===== config.mk =====
export PLATFORM = sky130hd
export DESIGN_NAME = onewire_temperature_read_sequencer
export DESIGN_NICKNAME = d
export VERILOG_FILES = /design/src/hw/rtl/owtrs_pkg.sv /design/src/hw/rtl/onewire_temperature_read_sequencer.sv
export SDC_FILE = /design/constraint.sdc
export NUM_CORES = 1
export LEC_CHECK = 0
export BUFFER_PORTS_ARGS = -buffer_cell sky130_fd_sc_hd__buf_2
export CAP_MARGIN = 40
export CELL_PAD_IN_SITES_DETAIL_PLACEMENT = 2
export CELL_PAD_IN_SITES_GLOBAL_PLACEMENT = 2
export CORE_MARGIN = 3
export CORE_UTILIZATION = 40
export DETAILED_ROUTE_END_ITERATION = 8
export HOLD_SLACK_MARGIN = 0.02
export PLACE_DENSITY_LB_ADDON = 0.1
export SLEW_MARGIN = 20
export SYNTH_ARGS = -nofsm -noshare
export SYNTH_HDL_FRONTEND = slang
export SYNTH_SLANG_ARGS = --single-unit

===== constraint.sdc =====
create_clock -name clock -period 6.1 [get_ports clock]
set_input_delay 1.22 -clock clock [delete_from_list [all_inputs] [get_ports clock]]
set_output_delay 1.22 -clock clock [all_outputs]
set_load 0.05 [all_outputs]

===== src/hw/rtl/owtrs_pkg.sv =====
// Package for the one-wire temperature read sequencer.
// Holds the phase type, the register indexes, reset values and the command bytes.
// Has no dependencies.
package owtrs_pkg;

   localparam int WAIT_CNT_BITS = 20;
   localparam int CSR_INDEX_BITS = 4;
   localparam int CSR_DATA_BITS = 20;

   typedef enum logic [3:0] {
      PH_IDLE        = 4'd0,
      PH_RST_LOW     = 4'd1,
      PH_RST_WAIT    = 4'd2,
      PH_RST_RECOVER = 4'd3,
      PH_SLOT_LOW    = 4'd4,
      PH_WRITE_HOLD  = 4'd5,
      PH_READ_WAIT   = 4'd6,
      PH_READ_TAIL   = 4'd7,
      PH_CONVERT     = 4'd8
   } phase_type;

   localparam logic [CSR_INDEX_BITS-1:0] REG_RESET_LOW     = 4'd0;
   localparam logic [CSR_INDEX_BITS-1:0] REG_PRESENCE_SMP  = 4'd1;
   localparam logic [CSR_INDEX_BITS-1:0] REG_RESET_RECOVER = 4'd2;
   localparam logic [CSR_INDEX_BITS-1:0] REG_SLOT_LOW      = 4'd3;
   localparam logic [CSR_INDEX_BITS-1:0] REG_WRITE_HOLD    = 4'd4;
   localparam logic [CSR_INDEX_BITS-1:0] REG_READ_SAMPLE   = 4'd5;
   localparam logic [CSR_INDEX_BITS-1:0] REG_READ_TAIL     = 4'd6;
   localparam logic [CSR_INDEX_BITS-1:0] REG_CONVERT_WAIT  = 4'd7;

   localparam logic [9:0]  RST_RESET_LOW     = 10'd485;
   localparam logic [7:0]  RST_PRESENCE_SMP  = 8'd65;
   localparam logic [9:0]  RST_RESET_RECOVER = 10'd420;
   localparam logic [3:0]  RST_SLOT_LOW      = 4'd2;
   localparam logic [7:0]  RST_WRITE_HOLD    = 8'd65;
   localparam logic [5:0]  RST_READ_SAMPLE   = 6'd13;
   localparam logic [7:0]  RST_READ_TAIL     = 8'd45;
   localparam logic [19:0] RST_CONVERT_WAIT  = 20'd1000000;

   localparam logic [7:0] CMD_SKIP_ROM     = 8'hCC;
   localparam logic [7:0] CMD_CONVERT      = 8'h44;
   localparam logic [7:0] CMD_READ_SCRATCH = 8'hBE;

   // Byte step numbers of the sequence; only the convert and read-scratchpad steps carry a command other than skip-ROM.
   localparam logic [2:0] STEP_CONVERT      = 3'd1;
   localparam logic [2:0] STEP_WAIT         = 3'd2;
   localparam logic [2:0] STEP_SECOND_RESET = 3'd3;
   localparam logic [2:0] STEP_SECOND_SKIP  = 3'd4;
   localparam logic [2:0] STEP_READ_CMD     = 3'd5;
   localparam logic [2:0] STEP_READ_LOW     = 3'd6;
   localparam logic [2:0] STEP_READ_HIGH    = 3'd7;

   function automatic logic [7:0] byte_for_step(input logic [2:0] step);
      logic [7:0] b;
      case (step)
         STEP_CONVERT:  b = CMD_CONVERT;
         STEP_READ_CMD: b = CMD_READ_SCRATCH;
         default:       b = CMD_SKIP_ROM;
      endcase
      return b;
   endfunction

endpackage


===== src/hw/rtl/onewire_temperature_read_sequencer.sv =====
// An accepted request beat gives its response beat in the next cycle.
// Throughput: one request beat per cycle unless held off; the phase, counter and
// shift register update in the cycle of acceptance and the response register takes
// the result. A request is held off only while a response beat waits under stall.
// Reset (synchronous, active high) returns to idle and loads the register defaults.
// Uses owtrs_pkg for the phase type, register indexes and command bytes.
module onewire_temperature_read_sequencer (
   input  logic                                clock,
   input  logic                                reset,
   input  logic                                req_valid,
   output logic                                req_stall,
   input  logic                                req_cmd,
   input  logic                                req_line_level,
   output logic                                rsp_valid,
   input  logic                                rsp_stall,
   output logic                                rsp_drive_low,
   output logic                                rsp_busy_res,
   output logic                                rsp_done_res,
   output logic                                rsp_present,
   output logic [15:0]                         rsp_temperature_raw,
   input  logic                                csr_write_en,
   input  logic [owtrs_pkg::CSR_INDEX_BITS-1:0] csr_index,
   input  logic [owtrs_pkg::CSR_DATA_BITS-1:0]  csr_write_data
);

   logic [9:0]  cfg_reset_low_ff;
   logic [7:0]  cfg_presence_smp_ff;
   logic [9:0]  cfg_reset_recover_ff;
   logic [3:0]  cfg_slot_low_ff;
   logic [7:0]  cfg_write_hold_ff;
   logic [5:0]  cfg_read_sample_ff;
   logic [7:0]  cfg_read_tail_ff;
   logic [19:0] cfg_convert_wait_ff;

   owtrs_pkg::phase_type phase_ff, phase_in;
   logic [owtrs_pkg::WAIT_CNT_BITS-1:0] tick_ff, tick_in, tick_inc, limit;
   logic [2:0]  bit_ff, bit_in;
   logic [2:0]  step_ff, step_in;
   logic [15:0] shift_ff, shift_in;
   logic        present_ff, present_in;
   logic        done_in, drive_in, reached;
   logic [3:0]  read_pos;
   logic [7:0]  tx_byte;

   logic        rsp_valid_ff;
   logic        drive_ff, busy_ff, done_ff;
   logic        req_accept;

   assign req_stall  = rsp_valid_ff & rsp_stall;
   assign req_accept = req_valid & ~req_stall;

   // Configuration registers
   always_ff @(posedge clock) begin
      if (reset) begin
         cfg_reset_low_ff     <= owtrs_pkg::RST_RESET_LOW;
         cfg_presence_smp_ff  <= owtrs_pkg::RST_PRESENCE_SMP;
         cfg_reset_recover_ff <= owtrs_pkg::RST_RESET_RECOVER;
         cfg_slot_low_ff      <= owtrs_pkg::RST_SLOT_LOW;
         cfg_write_hold_ff    <= owtrs_pkg::RST_WRITE_HOLD;
         cfg_read_sample_ff   <= owtrs_pkg::RST_READ_SAMPLE;
         cfg_read_tail_ff     <= owtrs_pkg::RST_READ_TAIL;
         cfg_convert_wait_ff  <= owtrs_pkg::RST_CONVERT_WAIT;
      end else if (csr_write_en) begin
         unique case (csr_index)
            owtrs_pkg::REG_RESET_LOW:     cfg_reset_low_ff     <= csr_write_data[9:0];
            owtrs_pkg::REG_PRESENCE_SMP:  cfg_presence_smp_ff  <= csr_write_data[7:0];
            owtrs_pkg::REG_RESET_RECOVER: cfg_reset_recover_ff <= csr_write_data[9:0];
            owtrs_pkg::REG_SLOT_LOW:      cfg_slot_low_ff      <= csr_write_data[3:0];
            owtrs_pkg::REG_WRITE_HOLD:    cfg_write_hold_ff    <= csr_write_data[7:0];
            owtrs_pkg::REG_READ_SAMPLE:   cfg_read_sample_ff   <= csr_write_data[5:0];
            owtrs_pkg::REG_READ_TAIL:     cfg_read_tail_ff     <= csr_write_data[7:0];
            owtrs_pkg::REG_CONVERT_WAIT:  cfg_convert_wait_ff  <= csr_write_data[19:0];
            default: ;
         endcase
      end
   end

   // Limit of the counter in the present phase.
   always_comb begin
      case (phase_ff)
         owtrs_pkg::PH_RST_LOW:     limit = 20'(cfg_reset_low_ff);
         owtrs_pkg::PH_RST_WAIT:    limit = 20'(cfg_presence_smp_ff);
         owtrs_pkg::PH_RST_RECOVER: limit = 20'(cfg_reset_recover_ff);
         owtrs_pkg::PH_SLOT_LOW:    limit = 20'(cfg_slot_low_ff);
         owtrs_pkg::PH_WRITE_HOLD:  limit = 20'(cfg_write_hold_ff);
         owtrs_pkg::PH_READ_WAIT:   limit = 20'(cfg_read_sample_ff);
         owtrs_pkg::PH_READ_TAIL:   limit = 20'(cfg_read_tail_ff);
         owtrs_pkg::PH_CONVERT:     limit = cfg_convert_wait_ff;
         default:                   limit = '0;
      endcase
   end

   assign tick_inc = tick_ff + 1'b1;
   assign reached  = tick_inc >= limit;
   assign read_pos = {(step_ff == owtrs_pkg::STEP_READ_HIGH), bit_ff};

   always_comb begin
      phase_in   = phase_ff;
      tick_in    = tick_ff;
      bit_in     = bit_ff;
      step_in    = step_ff;
      shift_in   = shift_ff;
      present_in = present_ff;
      done_in    = 1'b0;

      if (req_cmd) begin
         if (phase_ff == owtrs_pkg::PH_IDLE) begin
            bit_in     = '0;
            step_in    = '0;
            shift_in   = '0;
            present_in = 1'b0;
            phase_in   = owtrs_pkg::PH_RST_LOW;
            tick_in    = '0;
         end
      end else if (phase_ff != owtrs_pkg::PH_IDLE) begin
         tick_in = tick_inc;
         if (reached) begin
            tick_in = '0;
            unique case (phase_ff) inside
               owtrs_pkg::PH_RST_LOW: phase_in = owtrs_pkg::PH_RST_WAIT;
               owtrs_pkg::PH_RST_WAIT: begin
                  // Only the first reset decides whether a device is there.
                  if (step_ff == '0) present_in = ~req_line_level;
                  phase_in = owtrs_pkg::PH_RST_RECOVER;
               end
               owtrs_pkg::PH_RST_RECOVER: begin
                  if (step_ff == '0) begin
                     if (present_ff) begin
                        phase_in = owtrs_pkg::PH_SLOT_LOW;
                     end else begin
                        shift_in = '0;
                        phase_in = owtrs_pkg::PH_IDLE;
                        done_in  = 1'b1;
                     end
                  end else begin
                     step_in  = owtrs_pkg::STEP_SECOND_SKIP;
                     bit_in   = '0;
                     phase_in = owtrs_pkg::PH_SLOT_LOW;
                  end
               end
               owtrs_pkg::PH_SLOT_LOW: begin
                  if (step_ff >= owtrs_pkg::STEP_READ_LOW) phase_in = owtrs_pkg::PH_READ_WAIT;
                  else phase_in = owtrs_pkg::PH_WRITE_HOLD;
               end
               owtrs_pkg::PH_READ_WAIT: begin
                  shift_in[read_pos] = req_line_level;
                  phase_in = owtrs_pkg::PH_READ_TAIL;
               end
               owtrs_pkg::PH_WRITE_HOLD, owtrs_pkg::PH_READ_TAIL: begin
                  // End of slot: next bit, next byte, convert wait or sequence end.
                  bit_in = bit_ff + 1'b1;
                  if (bit_ff != 3'd7) begin
                     phase_in = owtrs_pkg::PH_SLOT_LOW;
                  end else if (step_ff == owtrs_pkg::STEP_READ_HIGH) begin
                     step_in  = '0;
                     phase_in = owtrs_pkg::PH_IDLE;
                     done_in  = 1'b1;
                  end else begin
                     step_in = step_ff + 1'b1;
                     if (step_in == owtrs_pkg::STEP_WAIT) phase_in = owtrs_pkg::PH_CONVERT;
                     else phase_in = owtrs_pkg::PH_SLOT_LOW;
                  end
               end
               owtrs_pkg::PH_CONVERT: begin
                  step_in  = owtrs_pkg::STEP_SECOND_RESET;
                  bit_in   = '0;
                  phase_in = owtrs_pkg::PH_RST_LOW;
               end
               default: phase_in = owtrs_pkg::PH_IDLE;
            endcase
         end
      end
   end

   assign tx_byte = owtrs_pkg::byte_for_step(step_in);

   always_comb begin
      case (phase_in) inside
         owtrs_pkg::PH_RST_LOW, owtrs_pkg::PH_SLOT_LOW: drive_in = 1'b1;
         owtrs_pkg::PH_WRITE_HOLD: drive_in = ~tx_byte[bit_in];
         default: drive_in = 1'b0;
      endcase
   end

   always_ff @(posedge clock) begin
      if (reset) begin
         phase_ff   <= owtrs_pkg::PH_IDLE;
         tick_ff    <= '0;
         bit_ff     <= '0;
         step_ff    <= '0;
         shift_ff   <= '0;
         present_ff <= 1'b0;
      end else if (req_accept) begin
         phase_ff   <= phase_in;
         tick_ff    <= tick_in;
         bit_ff     <= bit_in;
         step_ff    <= step_in;
         shift_ff   <= shift_in;
         present_ff <= present_in;
      end
   end

   // Response register: a new beat loads whenever the previous one is gone or leaving.
   always_ff @(posedge clock) begin
      if (reset) begin
         rsp_valid_ff <= 1'b0;
      end else if (req_accept) begin
         rsp_valid_ff <= 1'b1;
      end else if (!rsp_stall) begin
         rsp_valid_ff <= 1'b0;
      end
   end

   always_ff @(posedge clock) begin
      if (req_accept) begin
         drive_ff <= drive_in;
         busy_ff  <= (phase_in != owtrs_pkg::PH_IDLE);
         done_ff  <= done_in;
      end
   end

   logic        rsp_present_ff;
   logic [15:0] rsp_temp_ff;

   always_ff @(posedge clock) begin
      if (req_accept) begin
         rsp_present_ff <= present_in;
         rsp_temp_ff    <= shift_in;
      end
   end

   assign rsp_valid           = rsp_valid_ff;
   assign rsp_drive_low       = drive_ff;
   assign rsp_busy_res        = busy_ff;
   assign rsp_done_res        = done_ff;
   assign rsp_present         = rsp_present_ff;
   assign rsp_temperature_raw = rsp_temp_ff;

`ifndef SYNTH
   a_done_not_busy: assert property (@(posedge clock) disable iff (reset)
      rsp_valid_ff && done_ff |-> !busy_ff)
      else $error("completing beat still reports busy");

   a_drive_only_busy: assert property (@(posedge clock) disable iff (reset)
      rsp_valid_ff && drive_ff |-> busy_ff)
      else $error("bus driven low outside a sequence");

   a_start_drives: assert property (@(posedge clock) disable iff (reset)
      req_accept && req_cmd && phase_ff == owtrs_pkg::PH_IDLE
      |=> rsp_valid_ff && busy_ff && drive_ff)
      else $error("start did not open a reset pulse");

   a_absent_zero: assert property (@(posedge clock) disable iff (reset)
      rsp_valid_ff && done_ff && !rsp_present_ff |-> rsp_temp_ff == 16'd0)
      else $error("absent device gave a non-zero reading");
`endif

endmodule

## Yosys cells after proc, flatten, opt, wreduce, memory -nomap -nowiden

Cells that the tools add are included.

- Input bits: 31
- Bits in registers: 142
- Output and inout bits: 22
- Word-level logic and storage cells: 136

- $add $sub $neg: 3
- Equality and inequality tests: 25
- Bitwise logic cells: 7
- Muxes and demuxes: 57
- Magnitude comparators: 5
- Reductions and logical operators: 19

Operators by type and width:

| kind | number |
|---|---|
| one-hot mux 20 bit (8 select lines) | 1 |
| two-way mux 16 bit | 6 |
| two-way mux 20 bit | 4 |
| equality test 4 x 3 -> 1 bit, second input constant | 10 |
| two-way mux 3 bit | 13 |
| two-way mux 4 bit | 8 |
| one-hot mux 16 bit (2 select lines) | 1 |
| one-hot mux 4 bit (7 select lines) | 1 |
| adder 20 x 1 -> 20 bit, second input constant | 1 |
| greater-or-equal comparator 20 bit | 1 |
| one-hot mux 3 bit (3 select lines) | 2 |
| bitwise mux 16 bit | 1 |
| equality test 4 x 2 -> 1 bit, second input constant | 4 |
| one-hot mux 8 bit (2 select lines) | 1 |
| AND reduction 2 bit | 8 |
| two-way mux 1 bit | 15 |
| equality test 4 x 1 -> 1 bit, second input constant | 3 |
| zero test 4 bit | 2 |
| nonzero test 4 bit | 2 |
| adder 3 x 1 -> 3 bit, second input constant | 2 |
| equality test 3 bit, second input constant | 2 |
| less-than comparator 4 x 5 -> 1 bit, second input constant | 1 |
| inverter 1 bit | 5 |
| demux 1 bit (select 4 bit) | 1 |
| other kinds (18) | 21 |

## Depth between registers and ports, before layout

- Word-level depth: 13
- Depth in mapped cells: 17
- Mapped depth without buffers: 16

## Worst setup path before layout

Ideal clock, no wire load.

- Path kind: reg2reg
- Start point: reg tick_ff[0] (netlist name)
- End point: reg drive_ff (netlist: rsp_drive_low) (data pin)
- Data arrival time: 3876 ps
- Buffers on the path: 1
- Data required time: 5910 ps
- Clock period less this slack: 4066 ps
- Cell stages (with the launch flop): 18
- Path slack: 2034 ps
- Setup time: 190 ps
- Cell sequence: dfxtp_1 -> ha_1 -> nand3_1 -> nor3_1 -> and3_1 -> and2_1 -> nand4_1 -> xnor2_1 -> ha_1 -> nand4_2 -> nor4_2 -> inv_1 -> o211ai_2 -> buf_6 -> nand2_1 -> a221o_1 -> o2111a_1 -> a2111oi_2

- Longest elaborated chain between the ends: 11
- Elaborated cells on any way between the ends: 22
- Classes of those cells: add/sub (1); order compare (1); eq/ne (5); mux (13); bitwise (1); reduce/logical (1)

RTL lines:

| item | RTL line | text |
|---|---|---|
| start: declaration | onewire_temperature_read_sequencer.sv:36 | `logic [owtrs_pkg::WAIT_CNT_BITS-1:0] tick_ff, tick_in, tick_inc, limit;` |
| start signal: assignment | onewire_temperature_read_sequencer.sv:195 | `tick_ff <= tick_in;` |
| adder 20 x 1 -> 20 bit * | onewire_temperature_read_sequencer.sv:93 | `assign tick_inc = tick_ff + 1'b1;` |
| greater-or-equal comparator 20 bit * | onewire_temperature_read_sequencer.sv:94 | `assign reached = tick_inc >= limit;` |
| two-way mux 3 bit | onewire_temperature_read_sequencer.sv:117 | `if (reached) begin` |
| two-way mux 3 bit | onewire_temperature_read_sequencer.sv:115 | `end else if (phase_ff != owtrs_pkg::PH_IDLE) begin` |
| two-way mux 3 bit | onewire_temperature_read_sequencer.sv:106 | `if (req_cmd) begin` |
| equality test 3 bit or equality test 3 x 1 -> 1 bit (tied branches) | owtrs_pkg.sv:55 | `case (step)` |
| one-hot mux 8 bit (2 select lines) | owtrs_pkg.sv:55 |  |
| binary-select mux 1 bit (select 3 bit) | onewire_temperature_read_sequencer.sv:180 | `owtrs_pkg::PH_WRITE_HOLD: drive_in = ~tx_byte[bit_in];` |
| two-way mux 1 bit (not written as such) | onewire_temperature_read_sequencer.sv:180 |  |
| inverter 1 bit | onewire_temperature_read_sequencer.sv:180 |  |
| two-way mux 1 bit | onewire_temperature_read_sequencer.sv:178 | `case (phase_in) inside` |
| end signal: assignment | onewire_temperature_read_sequencer.sv:216 | `drive_ff <= drive_in;` |
| end: declaration | onewire_temperature_read_sequencer.sv:46 | `logic drive_ff, busy_ff, done_ff;` |

Every way passes the cells marked *; elsewhere a longest branch is shown, timed or not. The select of a mux whose other input is x is not followed.
A chain may end at the register's enable or synchronous reset.

## Worst setup path after layout

- Start point: reg tick_ff[0] (netlist name)
- End point: reg shift_ff[0]

- Longest elaborated chain between the ends: 5

RTL lines:

| item | RTL line | text |
|---|---|---|
| adder 20 x 1 -> 20 bit | onewire_temperature_read_sequencer.sv:93 |  |
| greater-or-equal comparator 20 bit | onewire_temperature_read_sequencer.sv:94 |  |
| two-way mux 16 bit | onewire_temperature_read_sequencer.sv:117 |  |
| two-way mux 16 bit | onewire_temperature_read_sequencer.sv:115 |  |
| two-way mux 16 bit | onewire_temperature_read_sequencer.sv:106 |  |
| end signal: assignment | onewire_temperature_read_sequencer.sv:198 | `shift_ff <= shift_in;` |
| end: declaration | onewire_temperature_read_sequencer.sv:39 | `logic [15:0] shift_ff, shift_in;` |

Every way passes these cells.

==> results.env <==
STATUS='complete, no violations'
POST_SYNTH_INSTANCE_AREA_UM2=7580
FINAL.HOLD.WORST_SLACK_PS=468
SYNTHTOPCELLSBYAREA='dfxtp_1, edfxtp_1, nand2_1, nor2_1, ha_1'
PIN_COUNT_OF_THE_BIGGEST_NET_ENTERING_GLOBAL_ROUTING=64
DRT_FIRST_ITER_VIOLATIONS=421
CTS_NUM_SINKS=142
IOS=53
SYNTH.AVG_CELL_AREA_UM2=8.28
MAX_CAP_VIOL_COUNT=0
CP_SLOWEST_CELL='nor3_1'
DP.FINAL_HPWL_UM=17900
CTSRESIZECOUNT=0
VIA_COUNT_OF_THE_FIRST_GLOBAL_ROUTING_PASS=7752
IRDROPWORSTVDD_mV=0.214
POSTSYNTHCELLCOUNT=915
DRT_DRC_VIOLATIONS_LEFT=0
DIE_H_UM=144
WORST_PATH_MAX_STAGE_DELAY_PS=560
GLOBAL_ROUTE_WIRE_LENGTH_BEFORE_REPAIR_UM=42400
INSERTEDDIODECOUNT=0
CRITICAL_PATH.STARTPOINT_TYPE='register'
NUMPORTBUFFERS=52
CRITICAL_PATH.ENDPOINT='shift_ff[0]'
AREAGROWTHSYNTHTOFINISH_PCT=13.9
GRT_REMAINING_OVERFLOW=0
COUNT_OF_TRITONROUTE_ITERATIONS_IN_THE_FIRST_ROUTING_PASS=4
WORSTPATHREQUIRED_PS=6430
WP_DEPTH=16
RELSLEWSLACK_PCT=42.4
DIE_WIDTH_UM=144
WORST-SLEW-PIN-TRANSITION_PS=863
YOSYS_REGISTER_BITS=142
ARRIVAL_TIME_AT_THE_WORST_ENDPOINT_PS=5640
SYNTH_TOP_CELL_AREA_SHARE_PCT=32.2
CRIT-REG2REG-LAUNCH='tick_ff[0]'
ANTENNA_VIOLATING_NETS_POST_ROUTE=0
CTS_TREE='built'
CTS.CLK_SLEW.WORST_PATHS_PS=60
POWER.DENSITY_CELL_AREA_nW_PER_UM2=283
ROOT_BUFFER_SELECTED_BY_CTS='clkbuf_16'
SYNTH_ASYNC_SR_FLOP_SHARE_PCT=0
ROUTABILITY_CONGESTION_ESTIMATE_FROM_GLOBAL_PLACEMENT=0.830
POST-ROUTE-WORST-SETUP-SLACK_PS=790
STANDARD_CELL_CORE_AREA_UM2=18300
FLOORPLAN.INITIALDENSITY_PCT=41.5
WORST-PATH-BUF-INV=1
VIAS=7002
TIMING_MAX_TRANSITION_VIOLATIONS_FINAL=0
CRITICAL_PATH_PEAK_FANOUT=11
CRITICAL_PATH.STARTPOINT='tick_ff[0]'
STATIC-LEAKAGE-POWER_uW=0.00348
POST_DRT_WL_PER_CELL_UM=22.4
FLOORPLAN.ROWS=49
CTS.HOLD.BUFFERS_ADDED=0
SYNTH-MAIN-FF-CELL='dfxtp_1'
WORST_PATH_CELL_TRACE='ha_1 -> nand3_1 -> nor3_1 -> and3_1 -> and2_1 -> nand4_1 -> xnor2_1 -> ha_1 -> nand4_2 -> nor4_2 -> inv_1 -> o211ai_2 -> nand4_1 -> nor3_2 -> nand2_1 -> a311oi_1'
GRT_SETUP_UNREPAIRED='false'
SYNTH_ENABLE_FLOP_CELLS=20
FINAL_HOLD_VIOL_COUNT=0
SETUP_VIOL_COUNT_FINAL=0
ROUTED_WL_UM=26500
NUMBER_OF_ANTENNA_VIOLATIONS_AT_THE_FIRST_CHECK_IN_GLOBAL_ROUTING=0
VIAS_PER_CELL=5.92
WORST_SETUP_PATH_END_KIND='register'
CTS_BUFFERS=17
CLOCK_LATENCY_PS=430
TIMING.REG2REG.WORST_PATH_DEPTH=16
DRIVE_ABOVE_1_SHARE_PCT=12.1
POWER_uW=2440
DIEAREA_UM2=20600
FIN_WORST_SKEW_PS=11.0
GRTUSAGETOTAL_PCT=26.1
FINAL.SETUP.TNS_PS=0
FINAL.PERIOD_UTILIZATION_PCT=87.0
SETUP.WORST_PATH.CLASS='register to register'
WORST_HOLD_PATH_CLASS='register to register'
CP_DELAY_BY_FAMILY_TOP='simple AND/OR/NAND/NOR gates'
R2R_SETUP_SLK_PS=790
NNETSFINAL=1002
SEQUENTIAL_SHARE_OF_THE_SYNTHESIZED_AREA_PCT=40.2
CTS.HTREE.LEVELS=4
CELL_TYPE_CONTRIBUTING_THE_MOST_TOTAL_CELL_AREA_AFTER_SYNTHESIS='dfxtp_1'
PLACE_WS_PS=872
MAXCLOCKFREQUENCY_MHz=188
SYNTHDISTINCTLIBCELLS=64
POST-ROUTE-MIN-PERIOD_PS=5310
R2R_END='shift_ff[0]'
YOSYSWARNINGS=0
POSTCTSSETUPBUFFERS=0
SYNTH_FP_NETS=977
CLK_PATH_BUF_DEPTH=2
## kinds of logic after synthesis
logic type                 synth area share (%)
and+or+nand+nor                            25.1
AOI/OAI and AO/OA                          18.7
DFF                                        40.2
buffers and inverters                      4.24
muxes                                      4.54
adders and majority gates                  5.12
xor gates and xnor gates                   2.08
## synthesized netlist by cell type (all sizes together) (4+ instances only)
| cell type | count |
|---|---|
| nor4 | 4 |
| nand2b | 11 |
| o21ai | 38 |
| o41ai | 4 |
| a22o | 7 |
| nand3b | 24 |
| and2 | 9 |
| a21oi | 68 |
| ha | 31 |
| nor2 | 117 |
| o21a | 4 |
| nor2b | 16 |
| nand3 | 20 |
| or3 | 4 |
| and3 | 16 |
| a22oi | 15 |
| mux2i | 31 |
| a211oi | 7 |
| nand2 | 143 |
| a221oi | 8 |
| a21o | 4 |
| a211o | 16 |
| edfxtp | 20 |
| a221o | 7 |
| xor2 | 10 |
| nand4 | 5 |
| clkbuf | 46 |
| dfxtp | 122 |
| xnor2 | 8 |
| nor3 | 25 |
| a31oi | 5 |
| buf | 14 |
| inv | 19 |
## per-stage QoR
step           std cells  cell area (um^2)  util (%)
3_3_place_gp        1145              7940      43.5
5_1_grt             1182              8630      47.2
2_1_floorplan        915              7580         -
3_5_place_dp        1147              7960      43.6
4_1_cts             1179              8580      47.0
6_report            1182              8630      47.2
## registers in the layout, summed over array words and instances, names as in the netlist, 3 cells and up
signal                flops
cfg_convert_wait_ff      20
tick_ff                  20
rsp_temperature_raw      16
shift_ff                 16
cfg_reset_low_ff         10
cfg_reset_recover_ff     10
cfg_presence_smp_ff       8
cfg_read_tail_ff          8
cfg_write_hold_ff         8
cfg_read_sample_ff        6
cfg_slot_low_ff           4
phase_ff                  4
bit_ff                    3
step_ff                   3
## routing by layer
metal,vias up,GRT usage [%],share of wire [%]
met5,-,0,0
met4,0,8.67,2.4
met3,46,4.36,2.8
met2,140,47.1,51
met1,3528,31.5,43
li1,3288,-,-
## layout by cell type, fill, tap and decap left out, types with 11 or more instances in the layout
master	n
a211o_1	16
a21oi_1	68
a22oi_1	15
and3_1	16
buf_2	52
clkbuf_16	18
dfxtp_1	122
edfxtp_1	20
ha_1	31
inv_1	19
mux2i_1	31
nand2_1	143
nand2b_1	11
nand3_1	20
nand3b_1	24
nor2_1	117
nor2b_1	16
nor3_1	22
o21ai_0	33
## worst reg2reg max path, cell delays in order, from the launching register on
cell,delay [ps]
dfxtp_1,420
ha_1,270
nand3_1,210
nor3_1,560
and3_1,290
and2_1,230
nand4_1,150
xnor2_1,190
ha_1,330
nand4_2,130
nor4_2,430
inv_1,120
o211ai_2,520
nand4_1,510
nor3_2,450
nand2_1,140
a311oi_1,300
## where the power goes
group	switching (uW)	leakage, uW	internal (uW)
Sequential	25.4	0.00119	977
Clock	438	0.000309	679
Combinational	230	0.00198	91.6
Total	694	0.00348	1750
## area by class of cell
class                   count  area [um^2]
clock buffers              19          464
clock inverters            13          159
fillers                  2038         9640
inverters                  19         71.3
multi-input cells         694         4210
flip-flops and latches    142         3040
well taps                 229          287
repair buffers             66          392
## how the worst min path moves through the flow
stage / from / to / slack (ps) / cells past startpoint
floorplan: cfg_write_hold_ff[0] / cfg_write_hold_ff[0] / 430 / 1
global placement: cfg_reset_low_ff[4] / cfg_reset_low_ff[4] / 440 / 2
detailed placement: cfg_convert_wait_ff[5] / cfg_convert_wait_ff[5] / 460 / 2
CTS: cfg_reset_low_ff[1] / cfg_reset_low_ff[1] / 470 / 2
global route: cfg_reset_low_ff[1] / cfg_reset_low_ff[1] / 480 / 2
finish: cfg_reset_low_ff[1] / cfg_reset_low_ff[1] / 470 / 2
(Power assumes the default switching activity.)
